--- config.mk ---
export PLATFORM = sky130hd
export DESIGN_NAME = morse_light_pulse_decoder
export DESIGN_NICKNAME = d
export VERILOG_FILES = /design/src/sv/mlpd_pkg.sv /design/src/sv/mlpd_cfg_regs.sv /design/src/sv/mlpd_decoder.sv /design/src/sv/morse_light_pulse_decoder.sv
export VERILOG_INCLUDE_DIRS = /design/src /design/src/sv
export SDC_FILE = /design/constraint.sdc
export NUM_CORES = 1
export LEC_CHECK = 0
export BUFFER_PORTS_ARGS = -buffer_cell sky130_fd_sc_hd__buf_2
export CORE_MARGIN = 2
export CORE_UTILIZATION = 39
export CTS_BUF_LIST = sky130_fd_sc_hd__clkbuf_2 sky130_fd_sc_hd__clkbuf_4 sky130_fd_sc_hd__clkbuf_8
export DETAILED_ROUTE_END_ITERATION = 10
export GPL_ROUTABILITY_DRIVEN = 0
export PLACE_DENSITY = 0.55
export SYNTH_ARGS = -nofsm -noshare
export SYNTH_HDL_FRONTEND = slang
export SYNTH_SLANG_ARGS = --single-unit
export TNS_END_PERCENT = 5
--- constraint.sdc ---
create_clock -name clk -period 3.4 [get_ports clk]
set_input_delay 0.17 -clock clk [delete_from_list [all_inputs] [get_ports clk]]
set_output_delay 0.17 -clock clk [all_outputs]
set_load 0.01 [all_outputs]
--- src/sv/morse_light_pulse_decoder_defines.svh ---
// assertion macros for the morse light pulse decoder rtl
`ifndef MORSE_LIGHT_PULSE_DECODER_DEFINES_SVH
`define MORSE_LIGHT_PULSE_DECODER_DEFINES_SVH

`ifndef SYNTHESIS

// ante implies cons in the same cycle
`define MLPD_ASSERT_IMPL(label, ante, cons, msg) \
    label: assert property (@(posedge clk) disable iff (!rst_n) (ante) |-> (cons)) \
        else $error(msg);

// ante implies cons in the next cycle
`define MLPD_ASSERT_NEXT(label, ante, cons, msg) \
    label: assert property (@(posedge clk) disable iff (!rst_n) (ante) |=> (cons)) \
        else $error(msg);

`else

`define MLPD_ASSERT_IMPL(label, ante, cons, msg)

`define MLPD_ASSERT_NEXT(label, ante, cons, msg)

`endif

`endif

--- src/sv/mlpd_pkg.sv ---
// types, codes and the morse tree rom of the light pulse decoder
package mlpd_pkg;

    localparam int THRESH_W   = 10;
    localparam int DOT_W      = 14;
    localparam int CFG_IDX_W  = 2;
    localparam int CFG_DATA_W = 14;
    localparam int POS_W      = 7;
    localparam int CHAR_W     = 7;
    localparam int KIND_W     = 2;

    localparam logic [POS_W:0] TREE_SIZE = 8'd127;

    localparam logic [THRESH_W-1:0] THRESH_RESET = 10'd10;
    localparam logic [DOT_W-1:0]    DOT_RESET    = 14'd400;

    // register indexes of the configuration port
    localparam logic [CFG_IDX_W-1:0] CFG_IDX_THRESH = 2'd0;
    localparam logic [CFG_IDX_W-1:0] CFG_IDX_DOT    = 2'd1;

    // result event codes
    localparam logic [KIND_W-1:0] EV_DOT  = 2'd0;
    localparam logic [KIND_W-1:0] EV_DASH = 2'd1;
    localparam logic [KIND_W-1:0] EV_CHAR = 2'd2;

    typedef struct packed {
        logic [THRESH_W-1:0] light_threshold;
        logic [DOT_W-1:0]    dot_ticks;
    } cfg_t;

    typedef struct packed {
        logic              valid;
        logic [KIND_W-1:0] kind;
        logic [CHAR_W-1:0] code;
    } result_t;

    // morse binary tree: left child 2p+1 is a dot, right child 2p+2 a dash
    function automatic logic [CHAR_W-1:0] tree_char(input logic [POS_W-1:0] pos);
        logic [CHAR_W-1:0] ch;
        case (pos)
            7'd1:    ch = 7'd69;  // E
            7'd2:    ch = 7'd84;  // T
            7'd3:    ch = 7'd73;  // I
            7'd4:    ch = 7'd65;  // A
            7'd5:    ch = 7'd78;  // N
            7'd6:    ch = 7'd77;  // M
            7'd7:    ch = 7'd83;  // S
            7'd8:    ch = 7'd85;  // U
            7'd9:    ch = 7'd82;  // R
            7'd10:   ch = 7'd87;  // W
            7'd11:   ch = 7'd68;  // D
            7'd12:   ch = 7'd75;  // K
            7'd13:   ch = 7'd71;  // G
            7'd14:   ch = 7'd79;  // O
            7'd15:   ch = 7'd72;  // H
            7'd16:   ch = 7'd86;  // V
            7'd17:   ch = 7'd70;  // F
            7'd19:   ch = 7'd76;  // L
            7'd21:   ch = 7'd80;  // P
            7'd22:   ch = 7'd74;  // J
            7'd23:   ch = 7'd66;  // B
            7'd24:   ch = 7'd88;  // X
            7'd25:   ch = 7'd67;  // C
            7'd26:   ch = 7'd89;  // Y
            7'd27:   ch = 7'd90;  // Z
            7'd28:   ch = 7'd81;  // Q
            7'd31:   ch = 7'd53;  // 5
            7'd32:   ch = 7'd52;  // 4
            7'd34:   ch = 7'd51;  // 3
            7'd38:   ch = 7'd50;  // 2
            7'd41:   ch = 7'd43;  // +
            7'd46:   ch = 7'd49;  // 1
            7'd47:   ch = 7'd54;  // 6
            7'd48:   ch = 7'd61;  // =
            7'd49:   ch = 7'd47;  // /
            7'd53:   ch = 7'd40;  // (
            7'd55:   ch = 7'd55;  // 7
            7'd59:   ch = 7'd56;  // 8
            7'd61:   ch = 7'd57;  // 9
            7'd62:   ch = 7'd48;  // 0
            7'd75:   ch = 7'd63;  // ?
            7'd76:   ch = 7'd95;  // _
            7'd81:   ch = 7'd34;  // double quote
            7'd84:   ch = 7'd46;  // .
            7'd89:   ch = 7'd64;  // @
            7'd96:   ch = 7'd45;  // -
            7'd105:  ch = 7'd59;  // ;
            7'd106:  ch = 7'd33;  // !
            7'd108:  ch = 7'd41;  // )
            7'd114:  ch = 7'd44;  // ,
            7'd119:  ch = 7'd58;  // :
            default: ch = 7'd0;   // empty nodes, including the two duplicate slots
        endcase
        return ch;
    endfunction

endpackage

--- src/sv/mlpd_cfg_regs.sv ---
// configuration registers of the light pulse decoder
module mlpd_cfg_regs (
    input  logic                             clk,
    input  logic                             rst_n,
    input  logic                             cfg_valid,
    input  logic [mlpd_pkg::CFG_IDX_W-1:0]   cfg_index,
    input  logic [mlpd_pkg::CFG_DATA_W-1:0]  cfg_data,
    output logic                             cfg_ready,
    output mlpd_pkg::cfg_t                   cfg
);
    import mlpd_pkg::*;

    logic [THRESH_W-1:0] thresh_reg;
    logic [DOT_W-1:0]    dot_reg;
    logic [THRESH_W-1:0] thresh_next;
    logic [DOT_W-1:0]    dot_next;

    assign cfg_ready = 1'b1;

    always_comb
    begin
        thresh_next = thresh_reg;
        dot_next    = dot_reg;
        if (cfg_valid)
        begin
            unique case (cfg_index)
                CFG_IDX_THRESH: thresh_next = cfg_data[THRESH_W-1:0];
                CFG_IDX_DOT:    dot_next    = cfg_data[DOT_W-1:0];
                default:        ;
            endcase
        end
    end

    always_ff @(posedge clk or negedge rst_n)
    begin
        if (!rst_n)
        begin
            thresh_reg <= THRESH_RESET;
            dot_reg    <= DOT_RESET;
        end
        else
        begin
            thresh_reg <= thresh_next;
            dot_reg    <= dot_next;
        end
    end

    assign cfg.light_threshold = thresh_reg;
    assign cfg.dot_ticks       = dot_reg;

endmodule

--- src/sv/mlpd_decoder.sv ---
// run counters, morse tree walk and event decision for one sample
module mlpd_decoder #(
    parameter int COUNT_WIDTH  = 16,
    parameter int SAMPLE_WIDTH = 10
) (
    input  logic                    clk,
    input  logic                    rst_n,
    input  logic                    step,
    input  logic [SAMPLE_WIDTH-1:0] sample,
    input  mlpd_pkg::cfg_t          cfg,
    output mlpd_pkg::result_t       result
);
    import mlpd_pkg::*;

    localparam int CMP_W = (SAMPLE_WIDTH > THRESH_W) ? SAMPLE_WIDTH : THRESH_W;

    logic [COUNT_WIDTH-1:0] on_run_reg, on_run_next;
    logic [COUNT_WIDTH-1:0] off_run_reg, off_run_next;
    logic [POS_W-1:0]       pos_reg, pos_next;
    logic                   ovf_reg, ovf_next;

    logic [COUNT_WIDTH-1:0] dot_len;
    logic [COUNT_WIDTH-1:0] two_dot;
    logic [COUNT_WIDTH-1:0] on_inc;
    logic [COUNT_WIDTH-1:0] off_inc;
    logic                   light_on;
    logic                   is_dot;
    logic                   is_dash;
    logic [POS_W:0]         child;

    assign dot_len  = COUNT_WIDTH'(cfg.dot_ticks);
    assign two_dot  = COUNT_WIDTH'({cfg.dot_ticks, 1'b0});
    assign light_on = CMP_W'(sample) <= CMP_W'(cfg.light_threshold);

    // saturating counts
    assign on_inc  = (&on_run_reg)  ? on_run_reg  : on_run_reg + 1'b1;
    assign off_inc = (&off_run_reg) ? off_run_reg : off_run_reg + 1'b1;

    assign is_dash = on_run_reg >= two_dot;
    assign is_dot  = (on_run_reg >= dot_len) && !is_dash;

    // dash child is 2p+2, dot child 2p+1
    assign child = is_dash ? ({pos_reg, 1'b0} + (POS_W+1)'(2)) : {pos_reg, 1'b1};

    always_comb
    begin
        on_run_next  = on_run_reg;
        off_run_next = off_run_reg;
        pos_next     = pos_reg;
        ovf_next     = ovf_reg;
        result       = '0;
        if (step)
        begin
            if (light_on)
            begin
                on_run_next  = on_inc;
                off_run_next = '0;
            end
            else
            begin
                on_run_next  = '0;
                off_run_next = off_inc;
                if (is_dot || is_dash)
                begin
                    result.valid = 1'b1;
                    result.kind  = is_dash ? EV_DASH : EV_DOT;
                    if (!ovf_reg)
                    begin
                        if (child >= TREE_SIZE)
                            ovf_next = 1'b1;
                        else
                            pos_next = child[POS_W-1:0];
                    end
                end
                else if ((off_inc == two_dot) && ((pos_reg != '0) || ovf_reg))
                begin
                    result.valid = 1'b1;
                    result.kind  = EV_CHAR;
                    result.code  = ovf_reg ? '0 : tree_char(pos_reg);
                    pos_next     = '0;
                    ovf_next     = 1'b0;
                end
            end
        end
    end

    always_ff @(posedge clk or negedge rst_n)
    begin
        if (!rst_n)
        begin
            on_run_reg  <= '0;
            off_run_reg <= '0;
            pos_reg     <= '0;
            ovf_reg     <= 1'b0;
        end
        else
        begin
            on_run_reg  <= on_run_next;
            off_run_reg <= off_run_next;
            pos_reg     <= pos_next;
            ovf_reg     <= ovf_next;
        end
    end

endmodule

--- src/sv/morse_light_pulse_decoder.sv ---
// top level of the morse light pulse decoder
//
// input channel: one light sample per request on light_sample, taken at an
// edge with in_valid high and in_stall low. a sample at or below the light
// threshold counts as light on
// output channel: event_kind / char_code with out_valid, taken at an edge
// with out_stall low. dot and dash events carry char_code 0, a character
// event carries the ascii code (0 for an empty tree node or on overflow)
// config channel: cfg_valid / cfg_ready with cfg_index and cfg_data;
// index 0 is the light threshold, index 1 the dot length in samples.
// cfg_ready is always high, writes are meant for an idle block
// a sample that causes an event reaches out_valid via the input register,
// then the result register. throughput: one sample per cycle unless
// out_stall blocks a waiting result, set by the single pass from the input
// register through the counters and tree step into the result register
// most samples cause no event and leave the output untouched
// reset: counters, tree position and overflow clear, registers take their
// defaults (threshold 10, dot length 400), both pipeline stages empty
// stall: a waiting result holds; the input register still takes one more
// sample, then in_stall rises until the result is taken
module morse_light_pulse_decoder #(
    parameter int COUNT_WIDTH  = 16,
    parameter int SAMPLE_WIDTH = 10
) (
    input  logic                             clk,
    input  logic                             rst_n,
    input  logic                             in_valid,
    output logic                             in_stall,
    input  logic [SAMPLE_WIDTH-1:0]          light_sample,
    output logic                             out_valid,
    input  logic                             out_stall,
    output logic [mlpd_pkg::KIND_W-1:0]      event_kind,
    output logic [mlpd_pkg::CHAR_W-1:0]      char_code,
    input  logic                             cfg_valid,
    output logic                             cfg_ready,
    input  logic [mlpd_pkg::CFG_IDX_W-1:0]   cfg_index,
    input  logic [mlpd_pkg::CFG_DATA_W-1:0]  cfg_data
);
    import mlpd_pkg::*;

    `include "morse_light_pulse_decoder_defines.svh"

    cfg_t    cfg;
    result_t result;

    // input register
    logic                    s1_valid_reg, s1_valid_next;
    logic [SAMPLE_WIDTH-1:0] s1_sample_reg;

    // result register
    logic              out_valid_reg, out_valid_next;
    logic [KIND_W-1:0] out_kind_reg;
    logic [CHAR_W-1:0] out_code_reg;

    logic out_blocked;
    logic s1_fire;
    logic in_fire;
    logic res_load;

    mlpd_cfg_regs u_cfg (
        .clk       (clk),
        .rst_n     (rst_n),
        .cfg_valid (cfg_valid),
        .cfg_index (cfg_index),
        .cfg_data  (cfg_data),
        .cfg_ready (cfg_ready),
        .cfg       (cfg)
    );

    mlpd_decoder #(
        .COUNT_WIDTH  (COUNT_WIDTH),
        .SAMPLE_WIDTH (SAMPLE_WIDTH)
    ) u_dec (
        .clk    (clk),
        .rst_n  (rst_n),
        .step   (s1_fire),
        .sample (s1_sample_reg),
        .cfg    (cfg),
        .result (result)
    );

    // a waiting result that is not taken blocks the decode step
    assign out_blocked = out_valid_reg && out_stall;
    assign s1_fire     = s1_valid_reg && !out_blocked;
    assign in_stall    = s1_valid_reg && out_blocked;
    assign in_fire     = in_valid && !in_stall;
    assign res_load    = s1_fire && result.valid;

    always_comb
    begin
        s1_valid_next = s1_valid_reg;
        if (in_fire)
            s1_valid_next = 1'b1;
        else if (s1_fire)
            s1_valid_next = 1'b0;

        // an unblocked result register is either refilled or emptied
        out_valid_next = out_valid_reg;
        if (!out_blocked)
            out_valid_next = res_load;
    end

    always_ff @(posedge clk or negedge rst_n)
    begin
        if (!rst_n)
        begin
            s1_valid_reg  <= 1'b0;
            out_valid_reg <= 1'b0;
        end
        else
        begin
            s1_valid_reg  <= s1_valid_next;
            out_valid_reg <= out_valid_next;
        end
    end

    // payload, no reset needed
    always_ff @(posedge clk)
    begin
        if (in_fire)
            s1_sample_reg <= light_sample;
        if (res_load)
        begin
            out_kind_reg <= result.kind;
            out_code_reg <= result.code;
        end
    end

    assign out_valid  = out_valid_reg;
    assign event_kind = out_kind_reg;
    assign char_code  = out_code_reg;

    `MLPD_ASSERT_IMPL(a_stall_only_when_blocked, in_stall, s1_valid_reg && out_blocked, "bad stall")
    `MLPD_ASSERT_IMPL(a_code_only_on_char, out_valid_reg && (out_kind_reg != EV_CHAR), out_code_reg == '0, "bad code")
    `MLPD_ASSERT_NEXT(a_result_loaded, res_load, out_valid_reg, "decoded event lost")

endmodule

==> Word-level counts from Yosys, hierarchy flattened <==
Memory sizes are Yosys's and may differ from the RTL's.
Index checks and enable logic that the tools add are counted.
Widths: inputs -> output; s select.
{ "totals": {"wordCells": 74, "reg_bits": 85, "mem_count": 1, "mem_bits_ro": 896} }
{ "memory_table": {"columns": ["memory", "words", "word_bits", "rd", "rd_ports_with_merged_regs", "write_ports", "line", "source"], "rows": [
  ["(name not given)", 128, 7, 1, 0, 0, "mlpd_pkg.sv:40", "case (pos)"]
]} }
{ "classes": {"magnitude_cmp": 4, "n_reduce_logical": 25, "bitwise": 3, "eq_ne": 5, "addsub": 3, "mux": 22} }
{ "ops": {"columns": ["op", "n"], "rows": [
  ["$mux 16", 4],
  ["$mux 7", 6],
  ["$add 16x1->16 const B", 2],
  ["$reduce_and 16->1", 2],
  ["$mux 10", 3],
  ["$eq 16x15->1", 1],
  ["$ge 16x14->1", 1],
  ["$ge 16x15->1", 1],
  ["$le 10x10->1", 1],
  ["$add 8x2->8 const B", 1],
  ["$ge 8x7->1 const B", 1],
  ["$mux 8", 1],
  ["$logic_and 1x1->1", 7],
  ["$mux 1", 7],
  ["$reduce_bool 7->1", 1],
  ["$ne 2x2->1 const B", 3],
  ["$reduce_and 2->1", 3],
  ["$reduce_and 5->1", 1],
  ["$reduce_or 5->1", 1],
  ["$reduce_bool 2->1", 2],
  ["$logic_not 1->1", 3],
  ["$mux 3", 1],
  ["$not 1->1", 3],
  ["$reduce_and 3->1", 1],
  ["4 further kinds", 5]
]} }

==> Depth between registers and ports, before layout <==
Gate-level depths: netlist of run 1.
{ "depth": {"word_depth": 9, "depth_mapped": 15, "depth_no_buf": 14} }

==> Hierarchy <==
A second synthesis of run 1 with hierarchy kept.
{ "unflattened": {"cells_unflattened": 753, "area_unflattened_um2": 6636.4} }
{ "modules_own_cells": {"columns": ["module", "seq_area_each_um2", "area_per_inst_um2", "n_inst", "cells_each"], "rows": [
  ["mlpd_decoder", 1001.0, 4986.0, 1, 669],
  ["mlpd_cfg_regs", 606.8, 980.9, 1, 54],
  ["morse_light_pulse_decoder", 620.6, 669.4, 1, 30]
]} }

==> Worst setup path after synthesis of run 1 <==
No wires, ideal clock.
{ "synth_path": {"path_kind": "flip-flop to flip-flop", "from": "register u_cfg.dot_reg[12]", "to": "register u_dec.pos_reg[0]", "required_ps": 3275, "stages_incl_launch_ff": 14, "period_less_slack_ps": 3414, "path_buffers": 1, "t_arrival_ps": 3289, "setup_ps": 125, "setup_slack_ps": -14, "path_cell_list": "dfrtp_1 > inv_1 > ha_1 > a21o_1 > a211o_1 > or4_4 > and2_1 > buf_2 > inv_1 > ha_1 > nor4b_1 > a32o_1 > a311oi_4 > mux2_2"} }
{ "synth_between": {"elab_chain_len": 6} }
{ "synth_lines": {"columns": ["element", "line", "source"], "rows": [
  ["from (decl)", "mlpd_cfg_regs.sv:14", "logic [DOT_W-1:0] dot_reg;"],
  ["from (signal assigned)", "mlpd_cfg_regs.sv:44", "dot_reg <= dot_next;"],
  ["parallel branches: the longest is 6 deep, another holds $ge 16x15->1", null, null],
  ["to (signal assigned)", "mlpd_decoder.sv:100", "pos_reg <= pos_next;"],
  ["to (decl)", "mlpd_decoder.sv:19", "logic [POS_W-1:0] pos_reg, pos_next;"]
]} }
Parallel ways; which one is timed is not known. The select of a mux whose other input is x is not followed.
A chain may end at the register's enable or synchronous reset.

==> Worst setup path in the final report of run 1 <==
{ "layout_path": {"from": "register u_cfg.dot_reg[12]", "to": "register u_dec.pos_reg[3]"} }
The elaborated chain is that of the path after synthesis.

==> run_results.csv, run 1 <==
group,metric,value,unit
status,status,"finished, final reports clean",
layout,finalInstanceArea,0.007667,mm²
sta,clock_skew,0.02188,ns
layout,areaGrowthSynthToFinish,21.01,%
sta,worst_slack,0.08885,ns
sta,whs,0.01809,ns
yosys,ys_seq_area_share,35.17,%
global_routing,overflow,0,
global_routing,grt_max_degree,37,
floorplanning,die_w,131.5,µm
layout,diodes,0,
worst_setup_path,cp.arrival,3.57,ns
worst_hold_path,hp-class,"in2reg",
yosys,synth_area,0.006336,mm²
yosys,syn_nets,809,
routing,drtIter0Drc,445,
routing,drc,0,
sta,fmax,0.3020,GHz
yosys,syn_avg_cell_area,8.715,µm²
floorplanning,row_count,46,
worst_setup_path,start_kind,"register",
floorplanning,boundaryPins,43,
yosys,synthDistinctLibCells,73,
global_routing,grt_pass1_wl,29630,µm
routing,ant_nets,0,
placement,dp_hpwl,13740,µm
global_routing,antenna_found_initial,0,
sta,fin_crit,3.311,ns
sta,hold_viol,0,
global_routing,grt.total_usage,21.31,%
yosys,synth_seq_cells,85,
sta,setup_tns,0,ns
layout,layout_common_cells,"74 x buf_4, 68 x nor2_1, 65 x nand2_1",
clock_tree,htree_levels,3,
worst_setup_path,required,3.66,ns
routing,vias_per_cell,5.590,
clock_tree,cts_made_buffers,9,
clock_tree,clk_pin_slew,0.10,ns
power_and_ir_drop,power.leakage,3.379,nW
power_and_ir_drop,powerDensity,403.6,mW/mm²
layout,drive_gt1_share,22.45,%
power_and_ir_drop,power,3.094,mW
routing,vias,5864,
placement,port_buffers,41,
clock_tree,clock_latency,0.38,ns
routing,first_pass_iters,5,
clock_tree,cts_tree,"built",
worst_setup_path,cp_max_fo,6,
sta,slew_viol_final,0,
layout,layout.nets,910,
floorplanning,fp.dieArea,0.01728,mm²
placement,place_area,0.007161,mm²
global_routing,grt_pass1_vias,5946,
yosys,synth-edff-count,19,
sta,period_share,97.39,%
clock_tree,cts-root-buf,"clkbuf_8",
sta,worstMarginPinSlew,0.7990,ns
sta,slew_headroom,46.24,%
clock_tree,cts_sinks,85,
sta,finalSetupViolCount,0,
layout,final_common_cell,"buf_4",
floorplanning,die_y,131.5,µm
yosys,async_reset_ff_share,77.65,%
flow_run,max_cap_viol_count,0,
floorplanning,core_area,0.01589,mm²
routing,wl,17970,µm
yosys,synthCells,727,
yosys,synth_warnings,0,
layout,n_fill_cell,1547,
worst_setup_path,critical_path_class,"reg2reg",
worst_setup_path,end_kind,"register",
placement,place_ws,-0.06280,ns
clock_tree,cts_max_path_buffers,2,
power_and_ir_drop,ir_drop,345.6,µV
floorplanning,start_util,39.89,%
yosys,synthFlopType,"dfrtp_1",
sta,rsz0062_at_grt,"true",
routing,wl_per_cell,17.13,µm
==> path summary, 6_finish.rpt <==
path | start | endpoint | slack, ns | depth (start not counted)
worst max-delay path | u_cfg.dot_reg[12] | u_dec.pos_reg[3] | 0.09 | 11
worst min-delay path | cfg_data[6] | u_cfg.thresh_reg[6] | 0.02 | 3
max in group asynchronous | rst_n | u_cfg.thresh_reg[1] | 2.34 | 3
min in group asynchronous | rst_n | u_cfg.thresh_reg[5] | 0.25 | 2
worst min register to register | u_cfg.thresh_reg[3] | u_cfg.thresh_reg[3] | 0.51 | 2
worst max register to register | u_cfg.dot_reg[12] | u_dec.pos_reg[3] | 0.09 | 11
==> per-layer routing <==
layer | vias up | global-route usage, % | wire length (µm)
met5 | - | 0 | 0
met1 | 2809 | 27.17 | 7881
met3 | 36 | 3.164 | 820
met2 | 166 | 36.59 | 8788
met4 | 0 | 7.850 | 478
li1 | 2853 | - | -
==> stage by stage <==
step	util (%)	std cells
5_1_grt	48.27	1049
6_report	48.27	1049
4_1_cts	47.69	1046
3_5_place_dp	45.08	1012
2_1_floorplan	-	727
3_3_place_gp	45.08	1012
==> critical path, stage by stage (launching register included) <==
cell,delay (ns)
dfrtp_1,0.39
inv_1,0.12
ha_4,0.22
a21o_1,0.18
a211o_1,0.30
or4_4,0.54
and2_4,0.18
and3_1,0.17
a211o_1,0.33
a311oi_4,0.28
buf_6,0.16
mux2_2,0.33
==> synthesized netlist by cell type, types with 5 or more instances <==
cell type	n	area (µm²)
o21ai_0	53	265.3
nand4_1	14	87.58
and4_1	7	61.31
a21oi_1	40	200.2
dfrtp_1	61	1526
nand3_1	26	130.1
edfxtp_1	19	570.6
nand2_1	65	244.0
clkbuf_1	28	105.1
buf_4	6	45.04
xnor2_1	21	183.9
mux2_2	19	214.0
inv_1	41	153.9
dfstp_2	5	131.4
nor3_1	23	115.1
or3_1	5	31.28
o21a_1	5	37.54
o31ai_1	7	52.55
nand2b_1	10	62.56
buf_2	6	30.03
ha_1	51	638.1
nor4_1	9	56.30
nor2_1	68	255.2
a211oi_1	10	75.07
and3_1	6	37.54
a31oi_1	14	87.58
xor2_1	17	148.9
a21o_1	5	37.54
==> power by group <==
part | leakage (nW) | total (mW) | internal (mW) | switching (mW)
Sequential | 1.05 | 1.23 | 1.15 | 0.0802
Clock | 0.117 | 0.849 | 0.435 | 0.413
Combinational | 2.21 | 1.02 | 0.439 | 0.579
Total | 3.38 | 3.09 | 2.02 | 1.07
==> kinds of logic (layout without fill, tap and decap cells) <==
kind of cell,count (synthesis),in the layout,share of synthesized area (%)
and+or+nand+nor,261,261,20.79
AOI/OAI and AO/OA,183,183,19.14
DFF,85,85,35.17
buffers and inverters,85,191,5.510
adders and majority gates,51,51,10.07
xor gates and xnor gates,38,38,5.253
muxes,23,23,4.009
other,1,1,0.05918
==> layout make-up <==
type	count	area (µm²)	share of cell area [%]
tap	216	270.3	3.525
sequential	85	2231	29.10
clock buffer	10	131.4	1.713
multi-input combinational	557	3837	50.05
timing repair buffer	132	932.1	12.16
inverter	43	167.7	2.187
clock inverter	6	97.59	1.273
==> timing repair <==
item | CTS | global route
setup buffers | 2 | 3
pin swaps | 2 | 6
hold buffers | 16 | 0
resized for setup | 5 | 13
setup endpoints to repair | 5 | 11
hold endpoints to repair | 30 | 0
Power figures use the tool's default switching activity.
==> run 2: changes to the inputs <==
--- a/config.mk
+++ b/config.mk
@@ -12,7 +12,7 @@
 export CTS_BUF_LIST = sky130_fd_sc_hd__clkbuf_2 sky130_fd_sc_hd__clkbuf_4 sky130_fd_sc_hd__clkbuf_8
 export DETAILED_ROUTE_END_ITERATION = 10
 export GPL_ROUTABILITY_DRIVEN = 0
-export PLACE_DENSITY = 0.55
+export PLACE_DENSITY = 0.52
 export SYNTH_ARGS = -nofsm -noshare
 export SYNTH_HDL_FRONTEND = slang
 export SYNTH_SLANG_ARGS = --single-unit
==> constraint.sdc (replaced) <==
create_clock -name clk -period 3.6 [get_ports clk]
set_input_delay 0.18 -clock clk [delete_from_list [all_inputs] [get_ports clk]]
set_output_delay 0.18 -clock clk [all_outputs]
set_load 0.01 [all_outputs]
==> run_results.csv, run 2 (synthesis results as in run 1) <==
group,metric,value,unit
worst_setup_path,path_cells,"ha_1, a21o_1, a211o_1, or4_4, and2_2, inv_2, ha_1, nor4b_4, a32o_2, a311oi_4, buf_4, mux2_2",
placement,place_ws,0.01638,ns
clock_tree,clk_pin_slew,0.10,ns
layout,layout_common_cells,"68 x nor2_1, 65 x nand2_1, 60 x dfrtp_1",
flow_run,max_cap_viol_count,0,
worst_setup_path,rrSetupSlack,0.08,ns
sta,hold_viol,0,
worst_setup_path,crit_cells,12,
sta,whs,0.01137,ns
layout,n_fill_cell,1601,
worst_setup_path,cp_top_family,"simple AND/OR/NAND/NOR gates",
worst_setup_path,rr_startpoint,"u_dec.on_run_reg[13]",
global_routing,overflow,0,
sta,period_share,97.76,%
layout,final_common_cell,"nor2_1",
layout,layout.cells.non_filler,1014,
worst_setup_path,slowest_delay,0.56,ns
sta,clock_skew,0.02382,ns
worst_setup_path,cp.arrival,3.78,ns
floorplanning,core_area,0.01589,mm²
sta,worst_slack,0.08062,ns
clock_tree,cts_max_path_buffers,2,
placement,place_area,0.006962,mm²
worst_setup_path,start_kind,"register",
sta,slew_viol_final,0,
clock_tree,cts_sinks,85,
sta,worstMarginPinSlew,0.9832,ns
worst_setup_path,path_buf_inv,2,
layout,diodes,0,
placement,port_buffers,41,
clock_tree,cts_tree,"built",
power_and_ir_drop,power,2.754,mW
floorplanning,start_util,39.89,%
clock_tree,cts-root-buf,"clkbuf_8",
worst_setup_path,end_kind,"register",
floorplanning,die_w,131.5,µm
sta,setup_tns,0,ns
sta,slew_headroom,34.17,%
floorplanning,row_count,46,
sta,finalSetupViolCount,0,
global_routing,grt_pass1_wl,29410,µm
power_and_ir_drop,powerDensity,374.7,mW/mm²
clock_tree,cts_made_buffers,9,
global_routing,grt_max_degree,40,
global_routing,grt.total_usage,20.93,%
routing,drtIter0Drc,525,
worst_setup_path,rr_endpoint,"u_dec.pos_reg[1]",
global_routing,grt_pass1_vias,5661,
routing,wl_per_cell,17.37,µm
worst_setup_path,critPathCapture,"u_dec.pos_reg[1]",
placement,dp_hpwl,13590,µm
status,status,"finished, final reports clean",
worst_hold_path,hp-class,"in2reg",
clock_tree,htree_levels,3,
power_and_ir_drop,power.leakage,3.200,nW
global_routing,antenna_found_initial,0,
layout,finalInstanceArea,0.007350,mm²
worst_setup_path,ff2ff_path_depth,12,
worst_setup_path,cp_max_fo,7,
placement,dp_cells,983,
worst_setup_path,slowest_stage,"or4_4",
worst_setup_path,required,3.86,ns
layout,finalCoreUtilization,46.27,%
routing,vias,5716,
routing,ant_nets,0,
worst_setup_path,critical_path_class,"reg2reg",
sta,fmax,0.2841,GHz
routing,wl,17610,µm
layout,layout.nets,875,
floorplanning,fp.dieArea,0.01728,mm²
routing,drc,0,
layout,drive_gt1_share,18.92,%
routing,vias_per_cell,5.637,
clock_tree,clock_latency,0.39,ns
sta,fin_crit,3.519,ns
routing,first_pass_iters,5,
worst_setup_path,cp-startpoint,"u_dec.on_run_reg[13]",
layout,areaGrowthSynthToFinish,16.00,%
worst_setup_path,crit_top_cell,"ha_1",
power_and_ir_drop,ir_drop,198.3,µV
floorplanning,die_y,131.5,µm
floorplanning,boundaryPins,43,
run 2: cell types whose count changed in the layout (fill, tap and decap cells not counted), moves of 2 or more:
cell           previous run  this run
buf_4                    74        41
ha_1                     48        50
bufinv_16                 2         0
buf_12                    0         2
dlygate4sd3_1            16        13
run 2: worst min-delay path by stage:
stage | from | to | slack [ns] | depth (start not counted)
after floorplan | rst_n | out_valid | -0.12 | 0
after global placement | rst_n | u_cfg.thresh_reg[2] | 0.26 | 1
after detailed placement | rst_n | u_cfg.thresh_reg[2] | 0.28 | 1
after CTS | cfg_data[2] | u_cfg.thresh_reg[2] | 0.005 | 3
after global routing | cfg_data[10] | u_cfg.dot_reg[10] | 0.03 | 2
final | in_valid | s1_valid_reg | 0.01 | 2
run 2: power breakdown:
| group | switching, mW | total, mW | internal, mW |
|---|---|---|---|
| Combinational | 0.505 | 0.888 | 0.383 |
| Sequential | 0.104 | 1.19 | 1.08 |
| Clock | 0.410 | 0.677 | 0.267 |
run 2: worst register-to-register path: cells and delay by family (launching register included):
kind	cells	cell delay (ns)
simple gates	3	1.06
compound gates	4	0.80
fa+ha+maj	2	0.50
flops	1	0.44
buf+inv	2	0.31
mux	1	0.27
run 2: layout make-up:
| class | instances | area (µm²) | area share [%] |
|---|---|---|---|
| sequential | 85 | 2230 | 30.34 |
| multi-input combinational | 557 | 3816 | 51.92 |
| tap | 216 | 270.3 | 3.677 |
| clock inverter | 7 | 65.06 | 0.8853 |
| inverter | 43 | 161.4 | 2.196 |
| timing repair buffer | 97 | 683.2 | 9.295 |
| clock buffer | 9 | 123.9 | 1.685 |
run 2: routing by layer:
metal  wire length, µm  GRT usage (%)
met4               350          6.884
met3               697          2.585
met2              8384          34.38
met1              8180          28.69
met5                 0              0
run 2: repair_timing:
action | in CTS | in global routing
pin swaps | 0 | 3
hold buffers | 13 | 0
setup buffers | 0 | 2
setup endpoints to repair | 4 | 6
gates resized for setup | 1 | 12
endpoints found under the hold margin | 38 | 0
